$ cat src/hdl/bcd_calendar_clock_core_defines.svh
// ----------------------------------------------------------------------------
// BCD calendar clock assertion macros
// Shared concurrent assertion forms for the calendar clock RTL.
// ----------------------------------------------------------------------------
`ifndef BCD_CALENDAR_CLOCK_CORE_DEFINES_SVH
`define BCD_CALENDAR_CLOCK_CORE_DEFINES_SVH

// Same-cycle implication, checked out of reset.
`define BCC_ASSERT_SAME(lbl, clk, rst_n, ante, cons, msg) \
    lbl: assert property (@(posedge clk) disable iff (!(rst_n)) (ante) |-> (cons)) \
        else $error(msg);

// Next-cycle implication, checked out of reset.
`define BCC_ASSERT_NEXT(lbl, clk, rst_n, ante, cons, msg) \
    lbl: assert property (@(posedge clk) disable iff (!(rst_n)) (ante) |=> (cons)) \
        else $error(msg);

`endif

$ cat src/hdl/bcc_pkg.sv
// ----------------------------------------------------------------------------
// BCD calendar clock package
// Request and result types, clock state type, limits and BCD helpers.
// ----------------------------------------------------------------------------
package bcc_pkg;

    // Action codes carried by a request.
    localparam logic [1:0] ACT_TICK = 2'd0;
    localparam logic [1:0] ACT_SET  = 2'd1;
    localparam logic [1:0] ACT_READ = 2'd2;

    // Calendar limits.
    localparam logic [6:0] YEAR_LAST    = 7'd99;
    localparam logic [3:0] MONTH_FIRST  = 4'd1;
    localparam logic [3:0] MONTH_LAST   = 4'd12;
    localparam logic [3:0] FEBRUARY     = 4'd2;
    localparam logic [4:0] DAY_FIRST    = 5'd1;
    localparam logic [4:0] DAY_LAST     = 5'd31;
    localparam logic [5:0] LEAP_DAY     = 6'd29;
    localparam logic [2:0] WEEKDAY_LAST = 3'd6;
    localparam logic [4:0] HOUR_LAST_24 = 5'd23;
    localparam logic [4:0] HOUR_LAST_12 = 5'd11;
    localparam logic [4:0] HOUR_NOON    = 5'd12;
    localparam logic [4:0] HOUR_DAY     = 5'd24;
    localparam logic [5:0] MINUTE_LAST  = 6'd59;
    localparam logic [5:0] SECOND_LAST  = 6'd59;

    typedef struct packed {
        logic [1:0] action;
        logic [7:0] set_year_byte;
        logic [7:0] set_month_byte;
        logic [7:0] set_day_byte;
        logic [7:0] set_weekday_hour_byte;
        logic [7:0] set_hour_minute_byte;
        logic [7:0] set_minute_second_byte;
        logic [7:0] set_second_byte;
    } t_bcc_in;

    typedef struct packed {
        logic [7:0] year_out;
        logic [7:0] month_out;
        logic [7:0] day_out;
        logic [7:0] weekday_hour_out;
        logic [7:0] hour_minute_out;
        logic [7:0] minute_second_out;
        logic [7:0] second_out;
    } t_bcc_out;

    // Clock state, all fields in binary.
    typedef struct packed {
        logic [6:0] year;
        logic [3:0] month;
        logic [4:0] day;
        logic [2:0] weekday;
        logic [4:0] hour;
        logic [5:0] minute;
        logic [5:0] second;
        logic       afternoon;
        logic       mode_24h;
    } t_bcc_time;

    localparam t_bcc_time TIME_RESET = '{
        year: 7'd0, month: 4'd1, day: 5'd1, weekday: 3'd0, hour: 5'd0,
        minute: 6'd0, second: 6'd0, afternoon: 1'b0, mode_24h: 1'b0
    };

    // Number of days in a month, February without the leap day.
    function automatic logic [4:0] month_days(input logic [3:0] m);
        logic [4:0] len;
        case (m)
            4'd2:    len = 5'd28;
            4'd4:    len = 5'd30;
            4'd6:    len = 5'd30;
            4'd9:    len = 5'd30;
            4'd11:   len = 5'd30;
            default: len = 5'd31;
        endcase
        return len;
    endfunction

    // Combine two nibbles as tens * 10 + units; nibbles above 9 count in binary.
    function automatic logic [7:0] two_digits(input logic [3:0] t, input logic [3:0] u);
        return {1'b0, t, 3'b000} + {3'b000, t, 1'b0} + {4'b0000, u};
    endfunction

    // Weekday nibble reduced modulo 7.
    function automatic logic [2:0] mod7(input logic [3:0] v);
        logic [3:0] r;
        if (v >= 4'd14) begin
            r = v - 4'd14;
        end else if (v >= 4'd7) begin
            r = v - 4'd7;
        end else begin
            r = v;
        end
        return r[2:0];
    endfunction

    // Binary to two BCD digits; the tens digit comes from a reciprocal multiply.
    function automatic logic [7:0] to_bcd(input logic [6:0] v);
        logic [17:0] prod;
        logic [3:0]  tens;
        logic [6:0]  tens_x10;
        logic [6:0]  units;
        prod     = 18'(v) * 18'd205;
        tens     = prod[14:11];
        tens_x10 = {tens, 3'b000} + {2'b00, tens, 1'b0};
        units    = v - tens_x10;
        return {tens, units[3:0]};
    endfunction

    // Pack the clock state into the seven result bytes.
    function automatic t_bcc_out format_time(input t_bcc_time t);
        t_bcc_out   r;
        logic [7:0] hour_bcd;
        logic [7:0] min_bcd;
        logic [7:0] sec_bcd;
        logic [7:0] day_bcd;
        hour_bcd = to_bcd({2'b00, t.hour});
        min_bcd  = to_bcd({1'b0, t.minute});
        sec_bcd  = to_bcd({1'b0, t.second});
        day_bcd  = to_bcd({2'b00, t.day});
        r.year_out          = to_bcd(t.year);
        r.month_out         = to_bcd({3'b000, t.month});
        r.day_out           = {2'b00, day_bcd[5:0]};
        r.weekday_hour_out  = {1'b0, t.weekday, t.mode_24h,
                               (!t.mode_24h && t.afternoon), hour_bcd[5:4]};
        r.hour_minute_out   = {hour_bcd[3:0], min_bcd[7:4]};
        r.minute_second_out = {min_bcd[3:0], sec_bcd[7:4]};
        r.second_out        = {sec_bcd[3:0], 4'b0000};
        return r;
    endfunction

endpackage

$ cat src/hdl/bcc_time_update.sv
// ----------------------------------------------------------------------------
// BCD calendar clock state update
// Holds the clock state and works out its value after one request.
// ----------------------------------------------------------------------------
`include "bcd_calendar_clock_core_defines.svh"

module bcc_time_update (
    input  logic               i_clk,
    input  logic               i_rst_n,
    input  logic               i_fire,
    input  bcc_pkg::t_bcc_in   i_item,
    output bcc_pkg::t_bcc_time o_time_next
);
    import bcc_pkg::*;

    t_bcc_time  r_time;
    t_bcc_time  n_time;
    t_bcc_time  t_tick;
    t_bcc_time  t_set;
    t_bcc_time  t_sel;

    logic [4:0] hour_inc;
    logic       roll_day;
    logic [3:0] month_cl;
    logic [5:0] day_inc;
    logic       leap_ok;
    logic       past_end;
    logic [7:0] set_year;
    logic [7:0] set_month;
    logic [7:0] set_day;
    logic [7:0] set_hour;
    logic [7:0] set_minute;
    logic [7:0] set_second;

    // Day rollover: next day, month and year.
    assign hour_inc = r_time.hour + 5'd1;
    assign month_cl = (r_time.month < MONTH_FIRST) ? MONTH_FIRST :
                      (r_time.month > MONTH_LAST)  ? MONTH_LAST  : r_time.month;
    assign day_inc  = {1'b0, r_time.day} + 6'd1;
    assign leap_ok  = (month_cl == FEBRUARY) && (day_inc == LEAP_DAY) &&
                      (r_time.year[1:0] == 2'b00);
    assign past_end = (day_inc > {1'b0, month_days(month_cl)}) && !leap_ok;

    // One-second tick.
    always_comb begin
        t_tick   = r_time;
        roll_day = 1'b0;
        if (r_time.second < SECOND_LAST) begin
            t_tick.second = r_time.second + 6'd1;
        end else begin
            t_tick.second = 6'd0;
            if (r_time.minute < MINUTE_LAST) begin
                t_tick.minute = r_time.minute + 6'd1;
            end else begin
                t_tick.minute = 6'd0;
                if (r_time.mode_24h) begin
                    t_tick.afternoon = (hour_inc >= HOUR_NOON);
                    if (hour_inc < HOUR_DAY) begin
                        t_tick.hour = hour_inc;
                    end else begin
                        roll_day = 1'b1;
                    end
                end else if (hour_inc < HOUR_NOON) begin
                    t_tick.hour = hour_inc;
                end else if (!r_time.afternoon) begin
                    t_tick.afternoon = 1'b1;
                    t_tick.hour      = 5'd0;
                end else begin
                    roll_day = 1'b1;
                end
            end
        end
        if (roll_day) begin
            t_tick.hour      = 5'd0;
            t_tick.afternoon = 1'b0;
            t_tick.weekday   = (r_time.weekday >= WEEKDAY_LAST) ? 3'd0
                                                                : r_time.weekday + 3'd1;
            if (past_end) begin
                t_tick.day = DAY_FIRST;
                if (month_cl == MONTH_LAST) begin
                    t_tick.month = MONTH_FIRST;
                    t_tick.year  = (r_time.year >= YEAR_LAST) ? 7'd0 : r_time.year + 7'd1;
                end else begin
                    t_tick.month = month_cl + 4'd1;
                end
            end else begin
                t_tick.day   = day_inc[4:0];
                t_tick.month = month_cl;
            end
        end
    end

    // Decode of the set bytes.
    assign set_year   = two_digits(i_item.set_year_byte[7:4], i_item.set_year_byte[3:0]);
    assign set_month  = two_digits(i_item.set_month_byte[7:4], i_item.set_month_byte[3:0]);
    assign set_day    = two_digits({2'b00, i_item.set_day_byte[5:4]},
                                   i_item.set_day_byte[3:0]);
    assign set_hour   = two_digits({2'b00, i_item.set_weekday_hour_byte[1:0]},
                                   i_item.set_hour_minute_byte[7:4]);
    assign set_minute = two_digits(i_item.set_hour_minute_byte[3:0],
                                   i_item.set_minute_second_byte[7:4]);
    assign set_second = two_digits(i_item.set_minute_second_byte[3:0],
                                   i_item.set_second_byte[7:4]);

    // Set from bytes, each value held to its legal range.
    always_comb begin
        t_set.year     = (set_year > {1'b0, YEAR_LAST}) ? YEAR_LAST : set_year[6:0];
        if (set_month < {4'd0, MONTH_FIRST}) begin
            t_set.month = MONTH_FIRST;
        end else if (set_month > {4'd0, MONTH_LAST}) begin
            t_set.month = MONTH_LAST;
        end else begin
            t_set.month = set_month[3:0];
        end
        if (set_day < {3'd0, DAY_FIRST}) begin
            t_set.day = DAY_FIRST;
        end else if (set_day > {3'd0, DAY_LAST}) begin
            t_set.day = DAY_LAST;
        end else begin
            t_set.day = set_day[4:0];
        end
        t_set.weekday  = mod7(i_item.set_weekday_hour_byte[7:4]);
        t_set.mode_24h = i_item.set_weekday_hour_byte[3];
        if (t_set.mode_24h) begin
            t_set.hour      = (set_hour > {3'd0, HOUR_LAST_24}) ? HOUR_LAST_24 : set_hour[4:0];
            t_set.afternoon = (t_set.hour >= HOUR_NOON);
        end else begin
            t_set.hour      = (set_hour > {3'd0, HOUR_LAST_12}) ? HOUR_LAST_12 : set_hour[4:0];
            t_set.afternoon = i_item.set_weekday_hour_byte[2];
        end
        t_set.minute = (set_minute > {2'd0, MINUTE_LAST}) ? MINUTE_LAST : set_minute[5:0];
        t_set.second = (set_second > {2'd0, SECOND_LAST}) ? SECOND_LAST : set_second[5:0];
    end

    // Pick the action; a read or an unknown action leaves the state alone.
    always_comb begin
        case (i_item.action)
            ACT_TICK: t_sel = t_tick;
            ACT_SET:  t_sel = t_set;
            ACT_READ: t_sel = r_time;
            default:  t_sel = r_time;
        endcase
    end

    assign n_time      = i_fire ? t_sel : r_time;
    assign o_time_next = t_sel;

    always_ff @(posedge i_clk) begin
        if (!i_rst_n) begin
            r_time <= TIME_RESET;
        end else begin
            r_time <= n_time;
        end
    end

    `BCC_ASSERT_SAME(a_time_range, i_clk, i_rst_n, 1'b1,
        (r_time.second <= SECOND_LAST) && (r_time.minute <= MINUTE_LAST) &&
        (r_time.hour <= HOUR_LAST_24) && (r_time.weekday <= WEEKDAY_LAST),
        "clock state out of range")
    `BCC_ASSERT_SAME(a_hour_12h, i_clk, i_rst_n, !r_time.mode_24h,
        r_time.hour <= HOUR_LAST_12, "hour beyond 11 in 12-hour mode")
    `BCC_ASSERT_NEXT(a_tick_second, i_clk, i_rst_n,
        i_fire && (i_item.action == ACT_TICK) && (r_time.second < SECOND_LAST),
        (r_time.second == $past(r_time.second) + 6'd1) &&
        (r_time.minute == $past(r_time.minute)),
        "tick did not advance the second alone")

endmodule

$ cat src/hdl/bcc_out_buffer.sv
// ----------------------------------------------------------------------------
// BCD calendar clock result buffer
// Result register with one skid entry so a request can land during a stall.
// ----------------------------------------------------------------------------
`include "bcd_calendar_clock_core_defines.svh"

module bcc_out_buffer (
    input  logic              i_clk,
    input  logic              i_rst_n,
    input  logic              i_push,
    input  bcc_pkg::t_bcc_out i_data,
    output logic              o_full,
    output logic              o_valid,
    output bcc_pkg::t_bcc_out o_data,
    input  logic              i_stall
);
    import bcc_pkg::*;

    logic     r_out_valid;
    logic     r_skid_valid;
    t_bcc_out r_out;
    t_bcc_out r_skid;
    logic     out_free;

    assign out_free = !r_out_valid || !i_stall;

    // Valid flags: the skid entry drains first to keep order.
    always_ff @(posedge i_clk) begin
        if (!i_rst_n) begin
            r_out_valid  <= 1'b0;
            r_skid_valid <= 1'b0;
        end else if (out_free) begin
            r_out_valid  <= r_skid_valid || i_push;
            r_skid_valid <= r_skid_valid && i_push;
        end else if (i_push) begin
            r_skid_valid <= 1'b1;
        end
    end

    // Payload registers.
    always_ff @(posedge i_clk) begin
        if (out_free) begin
            if (r_skid_valid) begin
                r_out <= r_skid;
                if (i_push) begin
                    r_skid <= i_data;
                end
            end else if (i_push) begin
                r_out <= i_data;
            end
        end else if (i_push) begin
            r_skid <= i_data;
        end
    end

    assign o_full  = r_skid_valid;
    assign o_valid = r_out_valid;
    assign o_data  = r_out;

    `BCC_ASSERT_SAME(a_skid_behind_out, i_clk, i_rst_n, r_skid_valid, r_out_valid,
        "skid entry held without a result in front")
    `BCC_ASSERT_NEXT(a_push_stalled, i_clk, i_rst_n, i_push && r_out_valid && i_stall,
        r_skid_valid, "request pushed during a stall was not kept")
    `BCC_ASSERT_NEXT(a_skid_drain, i_clk, i_rst_n, r_skid_valid && !i_stall && !i_push,
        !r_skid_valid && r_out_valid, "skid entry did not drain")

endmodule

$ cat src/hdl/bcd_calendar_clock_core.sv
// ----------------------------------------------------------------------------
// BCD calendar clock core
// Two-digit-year calendar clock with 12/24-hour mode: tick, set and read.
// ----------------------------------------------------------------------------
//  Channel   Signals                           Direction  Payload
//  request   i_in_valid  / o_in_stall  / i_in   in         t_bcc_in
//  result    o_out_valid / i_out_stall / o_out  out        t_bcc_out
//
//  Each request's result is registered in the result register, or in the skid
//  entry during a stall; one request can be accepted every cycle unless stalled.
//  The clock state register is updated in the same cycle a request is taken.
//  Reset loads 00-01-01, weekday 0, 0:00:00 AM, 12-hour mode; no clearing pass.
//  During a result stall one more request lands in a skid entry; the request
//  side stalls only while that entry is occupied.
// ----------------------------------------------------------------------------
module bcd_calendar_clock_core (
    input  logic              i_clk,
    input  logic              i_rst_n,
    input  logic              i_in_valid,
    output logic              o_in_stall,
    input  bcc_pkg::t_bcc_in  i_in,
    output logic              o_out_valid,
    input  logic              i_out_stall,
    output bcc_pkg::t_bcc_out o_out
);
    import bcc_pkg::*;

    logic      in_fire;
    logic      buf_full;
    t_bcc_time time_next;
    t_bcc_out  result;

    assign o_in_stall = buf_full;
    assign in_fire    = i_in_valid && !buf_full;

    // Clock state and its next value.
    bcc_time_update u_time (
        .i_clk       (i_clk),
        .i_rst_n     (i_rst_n),
        .i_fire      (in_fire),
        .i_item      (i_in),
        .o_time_next (time_next)
    );

    // Result bytes from the state after the request.
    assign result = format_time(time_next);

    bcc_out_buffer u_out (
        .i_clk   (i_clk),
        .i_rst_n (i_rst_n),
        .i_push  (in_fire),
        .i_data  (result),
        .o_full  (buf_full),
        .o_valid (o_out_valid),
        .o_data  (o_out),
        .i_stall (i_out_stall)
    );

endmodule
$ cat config.mk
export PLATFORM = sky130hd
export DESIGN_NAME = bcd_calendar_clock_core
export DESIGN_NICKNAME = d
export VERILOG_FILES = /design/src/hdl/bcc_pkg.sv /design/src/hdl/bcc_time_update.sv /design/src/hdl/bcc_out_buffer.sv /design/src/hdl/bcd_calendar_clock_core.sv
export VERILOG_INCLUDE_DIRS = /design/src /design/src/hdl
export SDC_FILE = /design/constraint.sdc
export NUM_CORES = 1
export LEC_CHECK = 0
export BUFFER_PORTS_ARGS = -buffer_cell sky130_fd_sc_hd__buf_2
export CAP_MARGIN = 0
export CORE_MARGIN = 1.5
export CORE_UTILIZATION = 48
export DETAILED_ROUTE_END_ITERATION = 8
export GPL_TIMING_DRIVEN = 1
export PLACE_DENSITY = 0.78
export SKIP_CTS_REPAIR_TIMING = 1
export SYNTH_ARGS = -nofsm -noshare
export SYNTH_HDL_FRONTEND = slang
export SYNTH_SLANG_ARGS = --single-unit
$ cat constraint.sdc
create_clock -name i_clk -period 11.1 [get_ports i_clk]
set_input_delay 0.555 -clock i_clk [delete_from_list [all_inputs] [get_ports i_clk]]
set_output_delay 0.555 -clock i_clk [all_outputs]
set_load 0.05 [all_outputs]
# Word-level counts from Yosys, hierarchy flattened
# Cells that the tools add are included.
# Widths: inputs -> output; s select.
# word_totals
reg_bits	152
# classes
n_addsub	33
n_mul	6
magnitude_cmp	22
n_eq_ne	9
muxes	50
reduce_logical	19
# op_table
operator	count
$mux 56	5
$pmux 38 s2	1
$mux 5	10
$add 8x4->8	6
$add 7x5->8	4
$mul 6x8->14 const B	2
$mux 7	4
$mul 5x8->13 const B	2
$mux 24	1
$mux 6	4
$sub 4x4->4	6
$mux 4	5
$gt 8x4->1 const B	2
$gt 8x5->1 const B	2
$gt 8x6->1 const B	2
$lt 8x1->1 const B	2
$mul 7x8->15 const B	1
$mux 1	14
$add 4x4->4	3
$add 5x3->6	2
$add 6x1->6 const B	2
$eq 4x4->1 const B	3
$lt 6x6->1 const B	2
$mul 4x8->12 const B	1
35 further kinds	53

# Logic depth before layout (Yosys ltp)
# Gate-level depths: netlist of run 1.
# depth
ltp_word	17
mapped_depth	39
depth_no_buf	37

# Modules after synthesis
# A second synthesis of run 1 with hierarchy kept.
# hier_totals
cells_unflattened	1331
area_unflattened_um2	13541.7
# by_module_without_submodules
mod	n_inst	cells_each	area_per_inst_um2
bcc_time_update	1	699	5146.2
bcc_out_buffer	1	186	4420.5
bcd_calendar_clock_core	1	446	3975.1

# Least setup slack after synthesis of run 1
# Ideal clock, no wire load.
# synth_timing
path_type	register to register
from	reg u_time.r_time[29] in the netlist's numbering
to	reg u_out.r_out, in the netlist u_out.o_data[51], data pin
setup_ns	0.149
t_arrival_ns	7.623
setup_slack_ns	3.328
stages_incl_launch_ff	39
n_path_buf	1
path_cell_list	dfxtp_1 -> clkbuf_1 -> nand2_1 -> a21oi_1 -> inv_1 -> ha_1 -> o211ai_1 -> o21a_1 -> ha_1 -> nand2_1 -> o21ai_0 -> a311oi_1 -> a21oi_2 -> nor3_1 -> a21oi_1 -> o21ai_0 -> o311ai_0 -> ha_1 -> (+3 left out) -> ha_1 -> inv_1 -> fa_1 -> inv_1 -> ha_1 -> a21o_1 -> a21o_1 -> a21o_1 -> a21oi_1 -> o21ai_0 -> xor2_1 -> ha_1 -> inv_1 -> a311oi_1 -> a21boi_0 -> mux2i_1 -> xnor3_1 -> mux2i_1
# synth_lines
element	line	rtl
start, declared	bcc_time_update.sv:16	t_bcc_time r_time;
start signal, assigned	bcc_time_update.sv:152	r_time <= n_time;
end signal, assigned	bcc_out_buffer.sv:44	r_out <= r_skid;
end signal, assigned	bcc_out_buffer.sv:49	r_out <= i_data;
end, declared	bcc_out_buffer.sv:21	t_bcc_out r_out;

==> run metrics, run 1 <==
status completed; die width 163.3 um; EDFF count, synth 88; setup_tns 0 ps; f_max 0.1112 GHz; Startpoint Class flop; synth warn 0; full die area 0.02667 sq mm; pwr dens 158.5 mW/mm^2; placed insts 1710; WL/cell 16.01 um; fin crit period 8990 ps; largest family of logic cells by synthesized area adder cells; ANT nets after route 0; Layout area overhead 10.58%; critical path required time 11360 ps; Clock Root Buffer clkbuf_16; number of inserted diodes 0; hold-critical path depth 2; adder-cell share of the synthesized area 0.2589; switch share 0.3970; vias in the first global route 9709; final net count 1695; CTS Buf Count 17; I/O Pins 120; Mean Syn Cell Area 9.322 sq um; Clock Skew 7.377 ps; post-route setup slack 2110 ps; Vias/cell 5.754; crit path DAT 9250 ps; multiplexer area fraction after synthesis 0.03530; Clock Power Share 0.256; Initial Util 0.4898; reg2reg start u_time.r_time[29]$_SDFFE_PN0P_; area share of the largest cell type after synthesis 0.2143; CTS Sinks 128; Hold Crit Start u_time.r_time[27]$_SDFFE_PN1P_; Die H 163.3 um; CP Class flop to flop; Synth Area in Compound Gates 0.1758; Routed WL 27890 um; power share of the combinational group 0.451; maximum root-to-sink buffer count 2; critical path's slowest cell dfxtp_1; Switch Pwr 858.3 uW; Worst path top cell family by delay compound AO/OA/AOI/OAI gates; first-pass GRT wire length 45960 um; min-delay worst type flop to flop; CP Buf/Inv Count 6; footprint of the multi-input gates 0.008085 sq mm; area leader, netlist edfxtp_1; Leakage 0.006330 uW; 1st-iter DRT viols 839; sequential share of the synthesized area 0.2792; Synth Area in XOR/XNOR 0.03662; final hold vios 0; share of layout cells above drive strength 1 0.1424; HPWL after DPL 20810 um; clk_lat worst skew 420 ps; Cells after Synth 1323; maxcap violations 0; CTS tree yes; Overflow after GRT 0; fraction of registers with async set/reset 0; Crit Path Max Fanout 11; core area 0.02518 sq mm; internal power 1304 uW; Final Wtd Congestion 0.9095; Crit. End Element flop; post-synthesis cell area 0.01233 sq mm; fin crit share 0.8099; most frequent cells in the layout 200 x ha_1, 147 x inv_1, 112 x nand2_1, 101 x buf_2, 88 x edfxtp_1; Slew Limit Fails 0; top cells by area, synth edfxtp_1 21%, ha_1 20%, dfxtp_1 6.5%, fa_1 5.5%, inv_1 4.5%; commonest non-fill, non-tap cell in the layout ha_1; Simple-Gate Fraction of Synth Area 0.1436; FP Rows 58; Fill cells 2213; initial antenna violation count 0; Reg area 0.003445 sq mm; Slew @ Worst Pin 1061 ps; Setup violations, final 0; Fin Hold WS 515.4 ps; #FFs+latches synth 128; sequential share of power 0.293; dpl ws 2275 ps; vias 10023; Hold Path Sink u_time.r_time[27]$_SDFFE_PN1P_; Critical Path Start u_time.r_time[29]$_SDFFE_PN0P_; clock-pin slew on the worst setup and hold paths 60 ps; total track usage 0.2140; top_reg_cell synth edfxtp_1; DRC 0; RR Endpoint u_out.o_data[51]$_DFFE_PP_; final core utilization 0.5416; H-tree depth 4; Port Buf Inserts 101; synth unique cells 91; worst r2r path cells 37; largest net degree at the start of global routing 71; Detailed Routing Iterations Pass 1 6; Layout Cells excl Fill 1742; Max stage delay on crit path 520 ps; Peak VDD IR 122.2 uV; relative slew slack 0.2928; R2R Setup Slk 2110 ps; RSZ-0062 raised after global routing false
[Yosys cell counts (all sizes together) (6+ instances only)]
master and number:
a21boi 20, o21a 6, a311oi 6, xnor2 29, mux2i 12, or3 8
and2 14, nand3 33, inv 147, nand2 112, buf 29, mux2 26
and3 11, clkbuf 34, nor2 76, a31oi 11, a21o 19, or2 8
nor3 20, o311ai 6, nor3b 13, o211ai 7, o21ai 68, ha 200
xor2 20, edfxtp 88, dfxtp 40, a21oi 63, fa 34, a221oi 8
o211a 8, a211oi 9, nor2b 15, nand2b 13, o31ai 8, nand4 12
[worst reg2reg max path, delay by kind of cell, from the launching register on]
kind,cells,cell delay [ps]
AOI/OAI and AO/OA,16,3590
xor gates and xnor gates,2,580
and+or+nand+nor,3,700
DFF,1,520
adders and majority gates,8,2660
muxes,2,420
buffers and inverters,6,370
[metal layers]
metal | share of wire | track usage | up-vias
li1 | - | - | 4897
met2 | 0.50 | 0.3798 | 299
met5 | 0 | 0 | -
met3 | 0.049 | 0.03098 | 56
met1 | 0.43 | 0.2627 | 4771
met4 | 0.020 | 0.07590 | 0
[state kept, by name, indices dropped and copies added, names as in the netlist]
name	count
u_out.o_full	1
u_out.r_skid	44
u_out.o_valid	1
u_time.r_time	38
u_out.o_data	44
[how the worst max path moves through the flow]
stage	endpoint	slack, ps	cells after the start
finish	u_out.o_data[51]$_DFFE_PP_	2110	37
global route	u_out.o_data[51]$_DFFE_PP_	1330	37
CTS	u_out.o_data[51]$_DFFE_PP_	2200	37
detailed placement	u_out.o_data[51]$_DFFE_PP_	2280	37
global placement	u_out.o_data[51]$_DFFE_PP_	2470	37
floorplan	u_out.o_data[51]$_DFFE_PP_	3330	38
[layout make-up]
cell class / count / area share
timing repair buffer: 109 / 0.04147
sequential: 128 / 0.2526
clock buffer: 17 / 0.03119
tap: 330 / 0.03028
multi-input combinational: 996 / 0.5928
clock inverter: 15 / 0.01119
inverter: 147 / 0.04046
[through the flow]
stage          instance area (sq um)  total power, uW
2_1_floorplan                  12370             1400
3_3_place_gp                   13060             1578
3_5_place_dp                   13060             1614
4_1_cts                        13640             2178
5_1_grt                        13640             2314
6_report                       13640             2162
[cell families (layout without fill, tap and decap cells)]
kind of cell / after synthesis / in the layout
AO/OA/AOI/OAI: 301 / 301
XOR/XNOR: 50 / 50
adder cells (fa/ha/maj): 235 / 235
buffers and inverters: 210 / 288
flip-flops: 128 / 128
multiplexers: 39 / 39
other: 1 / 12
AND/OR/NAND/NOR: 359 / 359
[power groups by stage]
stage	sequential (uW)	combinational, uW	clock [uW]
final	634	974	554
after global routing	640	1090	583
after CTS	634	980	563
after detailed placement	644	971	0
after global placement	642	936	0
after floorplan	766	634	0
Note: power is estimated with default switching activity, not from simulation.
==> run 2: changes to the inputs <==
clock period = 8.62 ns   (was 11.1 ns; I/O delays follow)
==> run 2 against run 1 <==
Sequential share of layout area is 0.16 points lower. Maximum frequency is 12% higher. Sequential power is 29% higher. Largest power group unchanged. Core utilization is 0.38 points higher. Cell count is 0.46% higher. Via count is 0.84% lower. Clock skew is 7.0 ps higher. Global-route usage hardly changed. Count of clock-buffer cells in the layout stayed put. Power is 30% higher.
==> run metrics, run 2 (synthesis gave the netlist of run 1 again) <==
status completed; Peak VDD IR 151.4 uV (+24%); full die area 0.02667 sq mm (unchanged); Switch Pwr 1105 uW (+29%); Slew Limit Fails 0 (unchanged); placed insts 1718 (+0.47%); initial antenna violation count 0 (unchanged); first-pass GRT wire length 45960 um (unchanged); 1st-iter DRT viols 847 (+0.95%); final core utilization 0.5454 (+0.003776); pwr dens 205.1 mW/mm^2 (+29%); power share of the combinational group 0.448 (-0.003); Startpoint Class flop; Setup violations, final 0 (unchanged); Layout Cells excl Fill 1750 (+0.46%); Clock Skew 14.40 ps (+7.025 ps); R2R Setup Slk 630 ps (-1480 ps); CP Class flop to flop; fin crit period 7992 ps (-998.5 ps); reg2reg start u_time.r_time[29]$_SDFFE_PN0P_; internal power 1711 uW (+31%); maximum root-to-sink buffer count 2 (unchanged); number of inserted diodes 0 (unchanged); critical path required time 8890 ps (-2470 ps); min-delay worst type primary input to flop; Hold Crit Start i_in_valid; setup_tns 0 ps (unchanged); Final Wtd Congestion 0.9187 (+1.0%); Routed WL 27940 um (+0.18%); CTS tree yes; Clock Root Buffer clkbuf_16; largest net degree at the start of global routing 71 (unchanged); share of layout cells above drive strength 1 0.1521 (+0.009761); RR Endpoint u_out.o_data[51]$_DFFE_PP_; most frequent cells in the layout 200 x ha_1, 147 x inv_1, 112 x nand2_1, 101 x buf_2, 88 x edfxtp_1; ANT nets after route 0 (unchanged); fin crit share 0.9271 (+0.1172); H-tree depth 4 (unchanged); Detailed Routing Iterations Pass 1 6 (unchanged); Hold Path Sink u_out.o_valid$_SDFFE_PN0N_; final net count 1703 (+0.47%); CTS Buf Count 17 (unchanged); HPWL after DPL 21000 um (+0.88%); Leakage 0.006382 uW (+0.83%); post-route cell area 0.01373 sq mm (+0.70%); final hold vios 0 (unchanged); Worst path top cell family by delay compound AO/OA/AOI/OAI gates; CP Buf/Inv Count 6 (unchanged); maxcap violations 0 (unchanged); sequential share of power 0.290 (-0.003); Crit Path Max Fanout 11 (unchanged); vias in the first global route 9744 (+0.36%); DRC 0 (unchanged); Max stage delay on crit path 500 ps (-20 ps); FP Rows 58 (unchanged); clk_lat worst skew 430 ps (about the same); RSZ-0062 raised after global routing false; Initial Util 0.4898 (unchanged); Vias/cell 5.679 (-1.3%); CTS Sinks 128 (unchanged); clock-pin slew on the worst setup and hold paths 60 ps (about the same); Overflow after GRT 0 (unchanged); switch share 0.3925 (-0.004504); Port Buf Inserts 101 (unchanged); die width 163.3 um (unchanged); Post-DP Area 0.01312 sq mm (+0.46%); f_max 0.1251 GHz (+12%); hold-critical path depth 3 (+1); relative slew slack 0.3762 (+0.08335); Die H 163.3 um (unchanged); critical path's slowest cell fa_1; commonest non-fill, non-tap cell in the layout ha_1; total track usage 0.2144 (+0.0004022); Crit. End Element flop; Layout area overhead 11.35%; worst r2r path cells 37 (unchanged); Clock Power Share 0.262 (+0.006); Slew @ Worst Pin 935.8 ps (-125.0 ps); vias 9939 (-0.84%); dpl ws 162.2 ps (-2113 ps); I/O Pins 120 (unchanged); WL/cell 15.97 um (-0.28%); post-route setup slack 628.4 ps (-1481 ps); crit path DAT 8260 ps (-990 ps); core area 0.02518 sq mm (unchanged)
run 2: changes by cell type in the layout (fill, tap and decap cells not counted), moves of 2 or more:
| cell | delta |
|---|---|
| inv_6 | +2 |
| a21oi_1 | -2 |
| dfxtp_2 | +2 |
| clkinv_4 | -2 |
| a21oi_2 | +2 |
| dfxtp_1 | -2 |
| clkinv_2 | +2 |
| buf_4 | +8 |
run 2: tightest hold or removal path: stages:
cell,delay [ps]
buf_2,110
nor2_1,90
a21boi_0,150
run 2: routing by layer:
| layer | vias up | GRT usage | routed length (um) |
|---|---|---|---|
| li1 | 4907 | - | - |
| met1 | 4704 | 0.2604 | 11760 |
| met2 | 282 | 0.3841 | 14080 |
| met3 | 46 | 0.03123 | 1492 |
| met4 | 0 | 0.07506 | 603 |
| met5 | - | 0 | 0 |
run 2: power groups by stage:
stage	logic, uW	clock network (uW)	registers, uW
5_1_grt	1420	775	823
3_3_place_gp	1210	0	829
3_5_place_dp	1260	0	829
4_1_cts	1270	745	816
6_report	1260	738	816
2_1_floorplan	816	0	987
run 2: final cells by class:
type | instances | area (sq um)
Sequential cell | 128 | 3447
Tap cell | 330 | 412.9
Inverter | 147 | 551.8
Clock buffer | 17 | 425.4
Clock inverter | 15 | 170.2
Fill cell | 2200 | 11450
Timing Repair Buffer | 117 | 625.6
Multi-Input combinational cell | 996 | 8100
run 2: worst max-delay path by stage:
stage,from,endpoint,slack (ps),depth (start not counted)
after floorplan,u_time.r_time[29]$_SDFFE_PN0P_,u_out.o_data[51]$_DFFE_PP_,850,38
after global placement,u_time.r_time[29]$_SDFFE_PN0P_,u_out.o_data[51]$_DFFE_PP_,390,37
after detailed placement,u_time.r_time[29]$_SDFFE_PN0P_,u_out.o_data[51]$_DFFE_PP_,160,37
after CTS,u_time.r_time[29]$_SDFFE_PN0P_,u_out.o_data[51]$_DFFE_PP_,130,37
after global routing,u_time.r_time[29]$_SDFFE_PN0P_,u_out.o_data[51]$_DFFE_PP_,10,37
final,u_time.r_time[29]$_SDFFE_PN0P_,u_out.o_data[51]$_DFFE_PP_,630,37
run 2: per-stage QoR:
step / hold WS (ps) / power [uW]
after CTS: 401.1 / 2832
final: 407.1 / 2816
after global routing: 407.5 / 3017
after global placement: 488.9 / 2040
after detailed placement: 505.6 / 2088
after floorplan: 469.7 / 1803
